$ cat src/hw/rtl/plcl_ram.sv
// Generic single-write, single-read RAM with registered read data.
// No dependencies.
`default_nettype none

module plcl_ram #(
	parameter int WIDTH = 64,
	parameter int DEPTH = 32
) (
	input  wire logic                     clk,
	input  wire logic                     we,
	input  wire logic [$clog2(DEPTH)-1:0] waddr,
	input  wire logic [WIDTH-1:0]         wdata,
	input  wire logic [$clog2(DEPTH)-1:0] raddr,
	output logic      [WIDTH-1:0]         rdata
);

	logic [WIDTH-1:0] mem_q [DEPTH];

	always_ff @(posedge clk) begin
		if (we)
			mem_q[waddr] <= wdata;
		rdata <= mem_q[raddr];
	end

endmodule

`default_nettype wire

$ cat config.mk
export PLATFORM = sky130hd
export DESIGN_NAME = plcl_ram
export DESIGN_NICKNAME = d
export VERILOG_FILES = /design/src/hw/rtl/plcl_ram.sv
export SDC_FILE = /design/constraint.sdc
export NUM_CORES = 2
export LEC_CHECK = 0
export BUFFER_PORTS_ARGS = -buffer_cell sky130_fd_sc_hd__buf_2
export CAP_MARGIN = 15
export CORE_MARGIN = 2
export CORE_UTILIZATION = 55
export CTS_CLUSTER_DIAMETER = 50
export CTS_CLUSTER_SIZE = 14
export DETAILED_ROUTE_END_ITERATION = 8
export MAX_ROUTING_LAYER = met4
export PLACE_DENSITY = 0.73
export SLEW_MARGIN = 10
export SYNTH_ARGS = -nofsm -noshare
export SYNTH_HDL_FRONTEND = slang
export SYNTH_SLANG_ARGS = --single-unit
$ cat constraint.sdc
create_clock -name clk -period 5.6 [get_ports clk]
set_clock_uncertainty 0.2 [all_clocks]
set_input_delay 0.56 -clock clk [delete_from_list [all_inputs] [get_ports clk]]
set_output_delay 0.56 -clock clk [all_outputs]
set_load 0.01 [all_outputs]
==> out/metrics.cfg <==
[job]
cap_violations = 0

[clock_tree]
cts_tree = done
postCtsSetupBuffers = 0
cts_hold_buffers = 22
path_clk_slew_ps = 60
numCtsBuffers = 181
cts_root_buf = clkbuf_16
clock_path_buffers = 3
ctsHtreeMaxLevel = 4
clk_latency_ps = 840
cts_resized = 0
numClockSinks = 2112

[worst_setup_path]
cp.required_ps = 5840
start_kind = input port
r2r_cells = 3
ff2ff_setup_slack_ps = 3500
cpPeakStageDelay_ps = 1060
critPathCaptureType = flop
cp_slowest_cell = nor2_4
rr_endpoint = rdata[56]
r2r_start = mem_q[31][56]
worstPathCellList = buf_2 > nand3_1 > nor2_4 > buf_4
critPathMaxFanout = 22
critPathKind = input port to flop
crit_arrival_ps = 3010

[logic_synthesis]
synth-edff-count = 2048
synth_flop_cell = edfxtp_1
syn_inst = 3097
yosys.area.top_type = edfxtp_1
synth_compound_area_share_pct = 0.466
synth_area_sq_um = 79000
ys_ff_latch = 2112
synth_top_family_by_area = multiplexers
yosysSeqAreaShare_pct = 79.5
syn_nets = 3173
synth_top_area_share_pct = 77.9
synth_common_cells = edfxtp_1 (2048), mux4_2 (602), mux2_2 (74)
yosysMostFrequentCell = edfxtp_1
synth_xor_area_share_pct = 0
syn_area_per_cell_sq_um = 25.5
yosysWarnings = 0
async_flop_share_pct = 0
synthAdderAreaFrac_pct = 0
synth_cell_types = 31
synthMuxAreaShare_pct = 18.7
synth_area_leaders = edfxtp_1 (78%), mux4_2 (17%), dfxtp_1 (1.6%)
yosys.area_share.simple_pct = 0.379

[detailed_routing]
dr.pass1.iters = 5
ant_nets = 0
wire_per_inst_um = 33.4
first_iter_violations = 4657
wirelength_mm = 181
drt-vias-per-instance = 6.51
vias = 35300
drc = 0

[placed_design]
gp_congestion = 0.769
placed_cell_area_sq_um = 82700
numPortBuffers = 139
dp.cells = 5069
place_worst_setup_slack_ps = 2000
dp.final_hpwl_mm = 93.8

[timing]
clock.fmax_mhz = 362
finalCritPeriodShare_pct = 49.4
grt_setup_unrepaired = false
period_minus_slack_ps = 2770
slew_viol_final = 0
fin_hold_ws_ps = 47.6
finalSetupViolCount = 0
hold_viol = 0
slew_headroom_pct = 20.3
tightestPinTransition_ps = 1190
fin_ws_ps = 2830
fin_setup_tns_ps = 0

[die]
start_util_pct = 55.2
die_w_um = 383
core_area_sq_um = 143000
die_y_um = 383
num_rows = 139
pin_count = 140
die_area_sq_um = 147000

[layout]
syn2layout_area_growth_pct = 12.3
layout-drive-gt1-share_pct = 33.4
fill_cells = 9154
final_cells = 5431
nets = 3449
finish.instance_area_sq_um = 88700

[grt]
antenna_found_initial = 11
grt_pass1_vias = 36700
grt_start_max_net_pins = 86
overflow = 0
grt_usage_pct = 25.9
grt_pass1_wl_mm = 260

[hold_path]
worstHoldStart = wdata[12]
hold_path_class = input port to flop
hold_depth = 1
min_to = mem_q[0][12]

[power]
worst_ir_drop_vdd_v = 0.000251
power_density_nw_per_um2 = 354
p_leak_uw = 0.0275

[status]
status = complete, no violations

==> cell usage in the layout, fill, tap and decap left out, drive strengths merged <==
cell,synthesis,final
mux2i,38,38
a211oi,3,3
nand2b,2,2
o211ai,3,3
and2,4,4
nand3b,5,5
a22o,1,1
bufinv,0,10
o221ai,3,3
mux2,74,74
diode,0,9
o2bb2ai,3,3
or3,1,1
mux4,602,602
or3b,2,2
clkinv,0,20
o21ai,9,9
o31a,3,3
a22oi,3,3
a221oi,12,12
dfxtp,64,64
dlygate4sd3,0,22
nor2b,4,4
o22ai,10,10
nand3,2,2
buf,101,227
edfxtp,2048,2048
inv,1,15
clkbuf,55,284
nand2,3,3
nor2,41,41
clkinvlp,0,1
==> metal layers <==
metal,GRT usage [%],wire length (um),part of all wire (%)
met1,35.6,69700,38
met2,39.2,88000,49
met3,6.29,18600,10
met4,7.39,4850,2.7
met5,-,0,0
==> worst max-delay path by stage <==
stage / start / to / slack, ps / cells after the start
3_3_place_gp: waddr[1] / mem_q[9][1] / 2040 / 4
6_report: we / mem_q[31][3] / 2830 / 4
2_1_floorplan: waddr[1] / mem_q[12][0] / 1020 / 3
5_1_grt: raddr[0] / rdata[12] / 2730 / 5
3_5_place_dp: waddr[1] / mem_q[9][5] / 2000 / 4
4_1_cts: waddr[1] / mem_q[9][8] / 2850 / 4
==> state kept, by name, indices dropped and copies added, names as in the netlist <==
register  count
rdata        64
mem_q      2048
==> per-stage QoR <==
| stage | power (uW) | utilization [%] |
|---|---|---|
| 6_report | 31400 | 62.0 |
| 5_1_grt | 32300 | 62.0 |
| 4_1_cts | 31600 | 61.9 |
| 3_5_place_dp | 19500 | 57.8 |
| 3_3_place_gp | 19500 | 57.7 |
| 2_1_floorplan | 18900 | - |
==> critical path, delay by kind of cell <==
kind,cells,cell delay [ps]
simple gates,2,1710
buf+inv,2,690
==> power breakdown <==
part	switching, uW	total, uW	leakage (uW)	internal (uW)
combinational	871	1550	0.00575	675
sequential	103	17700	0.0190	17600
clock	5490	12200	0.00276	6730
total	6460	31400	0.0275	25000
==> layout make-up <==
cell class,count,area (sq um),share of cell area [%]
antenna,9,22.5,0.0254
sequential,2112,62800,70.8
clock inverter,45,667,0.752
multi-input combinational,828,15700,17.7
tap,1903,2380,2.68
inverter,1,3.75,0.00423
clock buffer,284,5070,5.71
timing repair buffer,249,2080,2.35
==> cells by family (layout without fill, tap and decap cells) <==
| kind of cell | count (synthesis) | count (layout) |
|---|---|---|
| flops | 2112 | 2112 |
| mux | 714 | 714 |
| buf+inv | 157 | 579 |
| simple gates | 64 | 64 |
| compound gates | 50 | 50 |
| other cells | 0 | 9 |
Note: power is estimated with default switching activity, not from simulation.
