File: src/hw/rtl/plcl_pkg.sv
// Shared constants, field layout, saturation helper and divider interface
// types for the piecewise-linear curve lookup. No dependencies.
`default_nettype none

package plcl_pkg;

	localparam int WORD_W     = 32;
	localparam int FRAC_BITS  = 16;
	localparam int MAX_POINTS = 32;
	localparam int IDX_W      = $clog2(MAX_POINTS);
	localparam int CNT_W      = 6;
	localparam int CFG_IDX_W  = 2;
	localparam int SAT_W      = 2 * WORD_W + 2;

	// input word layout, lowest bit first
	localparam int IDX_LSB    = 0;
	localparam int PX_LSB     = IDX_LSB + 5;
	localparam int PY_LSB     = PX_LSB + WORD_W;
	localparam int MOTOR_LSB  = PY_LSB + WORD_W;
	localparam int IN_BITS    = MOTOR_LSB + WORD_W;
	localparam int IN_TDATA_W = ((IN_BITS + 7) / 8) * 8;
	localparam int OUT_TDATA_W = WORD_W;

	localparam logic [CFG_IDX_W-1:0] REG_RACK_GAIN   = 2'd0;
	localparam logic [CFG_IDX_W-1:0] REG_POINT_COUNT = 2'd1;

	localparam logic KIND_LOAD    = 1'b0;
	localparam logic KIND_CONVERT = 1'b1;

	localparam logic [WORD_W-1:0] RACK_GAIN_RST   = 32'h0001_0000;
	localparam logic [CNT_W-1:0]  POINT_COUNT_RST = 6'd2;

	typedef struct packed {
		logic                  start;
		logic [2*WORD_W-1:0]   dividend;
		logic [WORD_W-1:0]     divisor;
	} div_req_t;

	typedef struct packed {
		logic              done;
		logic [WORD_W-1:0] quotient;
	} div_rsp_t;

	// saturate a wide signed value to one signed word
	function automatic logic [WORD_W-1:0] sat_word(input logic signed [SAT_W-1:0] v);
		logic fits;
		fits = (&v[SAT_W-1:WORD_W-1]) || (~|v[SAT_W-1:WORD_W-1]);
		if (fits)
			return v[WORD_W-1:0];
		else if (v[SAT_W-1])
			return {1'b1, {(WORD_W-1){1'b0}}};
		else
			return {1'b0, {(WORD_W-1){1'b1}}};
	endfunction

endpackage

`default_nettype wire

File: src/hw/rtl/plcl_div.sv
// Restoring divider, one quotient bit per cycle, for a quotient known to fit
// one word. Depends on plcl_pkg.
`default_nettype none

module plcl_div (
	input  wire logic              clk,
	input  wire logic              arst_n,
	input  wire plcl_pkg::div_req_t req,
	output plcl_pkg::div_rsp_t      rsp
);
	import plcl_pkg::*;

	localparam int STEP_W = $clog2(WORD_W);

	logic [WORD_W-1:0] rem_q;
	logic [WORD_W-1:0] quo_q;
	logic [WORD_W-1:0] dvs_q;
	logic [STEP_W-1:0] step_q;
	logic              busy_q;
	logic              done_q;
	logic [WORD_W:0]   trial;
	logic [WORD_W:0]   diff;
	logic              take;

	assign trial = {rem_q, quo_q[WORD_W-1]};
	assign diff  = trial - {1'b0, dvs_q};
	assign take  = (trial >= {1'b0, dvs_q});

	always_ff @(posedge clk or negedge arst_n) begin
		if (!arst_n) begin
			busy_q <= 1'b0;
			done_q <= 1'b0;
			step_q <= '0;
		end else begin
			done_q <= 1'b0;
			if (req.start) begin
				busy_q <= 1'b1;
				step_q <= '0;
			end else if (busy_q) begin
				step_q <= step_q + 1'b1;
				if (&step_q) begin
					busy_q <= 1'b0;
					done_q <= 1'b1;
				end
			end
		end
	end

	// dividend high half is below the divisor, so the remainder stays one word
	always_ff @(posedge clk) begin
		if (req.start) begin
			rem_q <= req.dividend[2*WORD_W-1:WORD_W];
			quo_q <= req.dividend[WORD_W-1:0];
			dvs_q <= req.divisor;
		end else if (busy_q) begin
			rem_q <= take ? diff[WORD_W-1:0] : trial[WORD_W-1:0];
			quo_q <= {quo_q[WORD_W-2:0], take};
		end
	end

	assign rsp.done     = done_q;
	assign rsp.quotient = quo_q;

	a_done_after_busy: assert property (@(posedge clk) disable iff (!arst_n)
		done_q |-> !busy_q && $past(busy_q))
		else $error("divider done without a finished run");
	a_no_restart_busy: assert property (@(posedge clk) disable iff (!arst_n)
		req.start |-> !busy_q)
		else $error("divider started while busy");
	a_step_quiet: assert property (@(posedge clk) disable iff (!arst_n)
		!busy_q && !req.start |=> $stable(step_q))
		else $error("divider step count moved while idle");

endmodule

`default_nettype wire

File: config.mk
export PLATFORM = sky130hd
export DESIGN_NAME = plcl_div
export DESIGN_NICKNAME = d
export VERILOG_FILES = /design/src/hw/rtl/plcl_pkg.sv /design/src/hw/rtl/plcl_div.sv
export SDC_FILE = /design/constraint.sdc
export NUM_CORES = 1
export LEC_CHECK = 0
export ABC_AREA = 0
export BUFFER_PORTS_ARGS = -buffer_cell sky130_fd_sc_hd__buf_2
export CELL_PAD_IN_SITES_DETAIL_PLACEMENT = 1
export CELL_PAD_IN_SITES_GLOBAL_PLACEMENT = 2
export CORE_AREA = 2 2 134 136
export CTS_BUF_LIST = sky130_fd_sc_hd__clkbuf_4
export DETAILED_ROUTE_END_ITERATION = 8
export DIE_AREA = 0 0 136 138
export GPL_TIMING_DRIVEN = 0
export PLACE_DENSITY_LB_ADDON = 0.1
export SLEW_MARGIN = 20
export SYNTH_ARGS = -nofsm -noshare
export SYNTH_HDL_FRONTEND = slang
export SYNTH_SLANG_ARGS = --single-unit
File: constraint.sdc
create_clock -name clk -period 3.1 [get_ports clk]
set_input_delay 0.465 -clock clk [delete_from_list [all_inputs] [get_ports clk]]
set_output_delay 0.465 -clock clk [all_outputs]
set_load 0.05 [all_outputs]
==> impl_metrics.tcl <==
set metrics [dict create \
    synthesis.area_mm2 0.006092 \
    async_flop_share_pct 6.796 \
    cts_buffer_depth 2 \
    fin_nets 842 \
    place_congestion 0.8187 \
    intPower_w 0.004325 \
    cts_tree "built" \
    clock_power_share_pct 9.7 \
    dp_hpwl_um 12590 \
    antenna_found_initial 4 \
    synth_area_leaders "edfxtp_1 47%, ha_1 7.0%, mux2_2 5.9%" \
    syn_inst 545 \
    grt_usage_pct 18.91 \
    clk_latency_ps 510 \
    ys.warnings.count 0 \
    yosysTopAreaCellShare_pct 47.32 \
    reg2reg_slack_ps 50 \
    finalPower_w 0.007490 \
    timing.hold.worst.class "in -> reg" \
    cts_buffers 9 \
    worst_setup_path_start_kind "flip-flop" \
    clock-root-buffer "clkbuf_4" \
    syn2layout_area_growth_pct 27.11 \
    ys_seq_area_share_pct 50.20 \
    numClockSinks 103 \
    p_sw_w 0.003165 \
    multiInputGateArea_mm2 0.003017 \
    maxSlewViolCount 0 \
    combPwrFrac_pct 61.9 \
    setup.worst_path.end_class "flip-flop" \
    required_ps 3360 \
    overflow 0 \
    synth_top_area_cell "edfxtp_1" \
    synth.distinct_cells 57 \
    synth_nets 679 \
    slew_headroom_pct 48.71 \
    fp.dieW_um 136 \
    leakage_nw 3.328 \
    initial_utilization_pct 34.74 \
    period_minus_slack_ps 3046 \
    fin_skew_ps 28.99 \
    cp_data_arrival_time_ps 3310 \
    vias 4783 \
    drcViolationCount 0 \
    grt_max_degree 35 \
    drt-wirelength-per-cell_um 18.60 \
    cp_max_fo 7 \
    powerDensity_mw_per_mm2 967.3 \
    register_area_mm2 0.003058 \
    cts_htree_levels 3 \
    ant_nets 0 \
    r2r-start "rem_q[3]" \
    synth_edf_count 96 \
    vdd_drop_max_uv 353.6 \
    hold_violations 0 \
    first_pass_iters 4 \
    row_count 49 \
    rsz0062_at_grt "true" \
    period_share_pct 98.27 \
    seq_power_share_pct 28.5 \
    maxCapViolations 0 \
    syn_area_per_cell_um2 11.18 \
    worst_pin_slew_ps 769.4 \
    swShare_pct 42.25 \
    synthFlopType "edfxtp_1" \
    clk_pin_slew_worst_paths_ps 200 \
    setup_viol 0 \
    crit_start "rem_q[3]" \
    fin_tns_setup_ps 0 \
    viasPerCell 5.061 \
    dieArea_mm2 0.01877 \
    core_mm2 0.01753 \
    first_global_vias 5197 \
    outcome "finished clean" \
    numPortBuffers 131 \
    n_fill_cell 2009 \
    path_class "reg -> reg" \
    die_h_um 138 \
    fmax_ghz 0.3283 \
    routed_wl_um 17580 \
    layout-drive-gt1-share_pct 35.48 \
    grt_pass1_wl_um 27590 \
    drt_iter0_markers 183 \
    ios 132 \
    ys_ff_latch 103 \
    min-delay-start "req[20]" \
]
==> flip-flops by register name, indices dropped and copies added, names as in the netlist <==
register	cells
rem_q	32
step_q	5
done_q	1
busy_q	1
dvs_q	32
quo_q	32
==> cell type report <==
type / instances / share of cell area, %
timing repair buffer: 156 / 12.18
buffer: 21 / 2.020
clock buffer: 9 / 0.8725
antenna: 3 / 0.09695
sequential: 103 / 39.49
tap: 229 / 3.700
multi-input combinational: 379 / 38.96
inverter: 38 / 1.842
clock inverter: 7 / 0.8402
==> timing repair <==
action	CTS	global route
hold endpoints to repair	7	0
setup buffers	2	17
cloned	0	4
endpoints found under the setup margin	30	32
pin swaps	3	11
gates resized for setup	18	66
hold buffers	1	0
==> worst paths after layout <==
kind	endpoint	cells past startpoint
setup / recovery	rem_q[22]	12
hold / removal	dvs_q[20]	1
setup reg to reg	rem_q[22]	12
hold reg to reg	step_q[4]	2
max in group asynchronous	step_q[4]	2
min in group asynchronous	step_q[0]	2
==> cells in the mapped netlist, types with 17 or more instances <==
library cell	count
edfxtp_1	96
mux2_2	32
a21o_1	17
inv_1	38
nor2_1	22
mux2i_1	21
nand2_1	53
ha_1	34
o21ai_0	34
a21oi_1	36
xor2_1	18
==> logic make-up after synthesis <==
logic type / synth area share, %
compound gates: 13.74
xor+xnor: 4.601
fa+ha+maj: 7.312
buf+inv: 4.436
flops: 50.20
mux: 9.365
simple gates: 10.35
==> power groups by stage <==
stage | logic [W] | registers [W] | clock network, W
floorplan | 0.00247 | 0.00226 | 0
global placement | 0.00347 | 0.00212 | 0
finish | 0.00463 | 0.00213 | 0.000726
detailed placement | 0.00353 | 0.00213 | 0
global route | 0.00507 | 0.00217 | 0.000814
CTS | 0.00371 | 0.00211 | 0.000767
==> per-stage QoR <==
step	hold WS, ps	std cells	setup WS, ps	util [%]	cell area [um^2]
6_report	111.0	945	53.57	44.16	7744
5_1_grt	56.91	943	-45.30	44.13	7739
4_1_cts	68.34	924	0.1412	41.54	7284
3_5_place_dp	308.4	906	-392.2	40.25	7057
3_3_place_gp	302.2	905	-874.7	40.12	7034
2_1_floorplan	169.4	545	7.876	-	6092
==> layer usage <==
layer	wire length, um	up-vias	part of all wire (%)	GRT usage, %
met5	11	-	0.063	0
met4	217	2	1.2	4.112
met3	1193	14	6.8	6.087
met2	8472	133	48	30.39
met1	7686	2299	44	24.96
li1	-	2335	-	-
==> cell usage in the layout (no fill, tap or decap), types with 14 or more instances in the layout <==
| master | Yosys | layout |
|---|---|---|
| a21o_1 | 17 | 17 |
| a21oi_1 | 36 | 31 |
| buf_2 | 2 | 131 |
| buf_4 | 2 | 19 |
| edfxtp_1 | 96 | 96 |
| ha_1 | 34 | 23 |
| inv_1 | 38 | 36 |
| mux2_2 | 32 | 32 |
| mux2i_1 | 21 | 17 |
| nand2_1 | 53 | 53 |
| nor2_1 | 22 | 22 |
| o21ai_0 | 34 | 15 |
| o21ai_1 | 0 | 16 |
| xnor2_1 | 14 | 14 |
| xor2_1 | 18 | 18 |
==> critical path: stages, from the launching register on <==
cell and delay [ps]:
edfxtp_1 470, ha_4 260, a21o_1 180, or3_4 340
o21ai_4 190, o21a_4 190, o21ai_4 70, a41o_4 300
o22ai_4 150, buf_12 170, buf_12 140, mux2i_4 250
o21ai_1 80
Note: power is estimated with default switching activity, not from simulation.
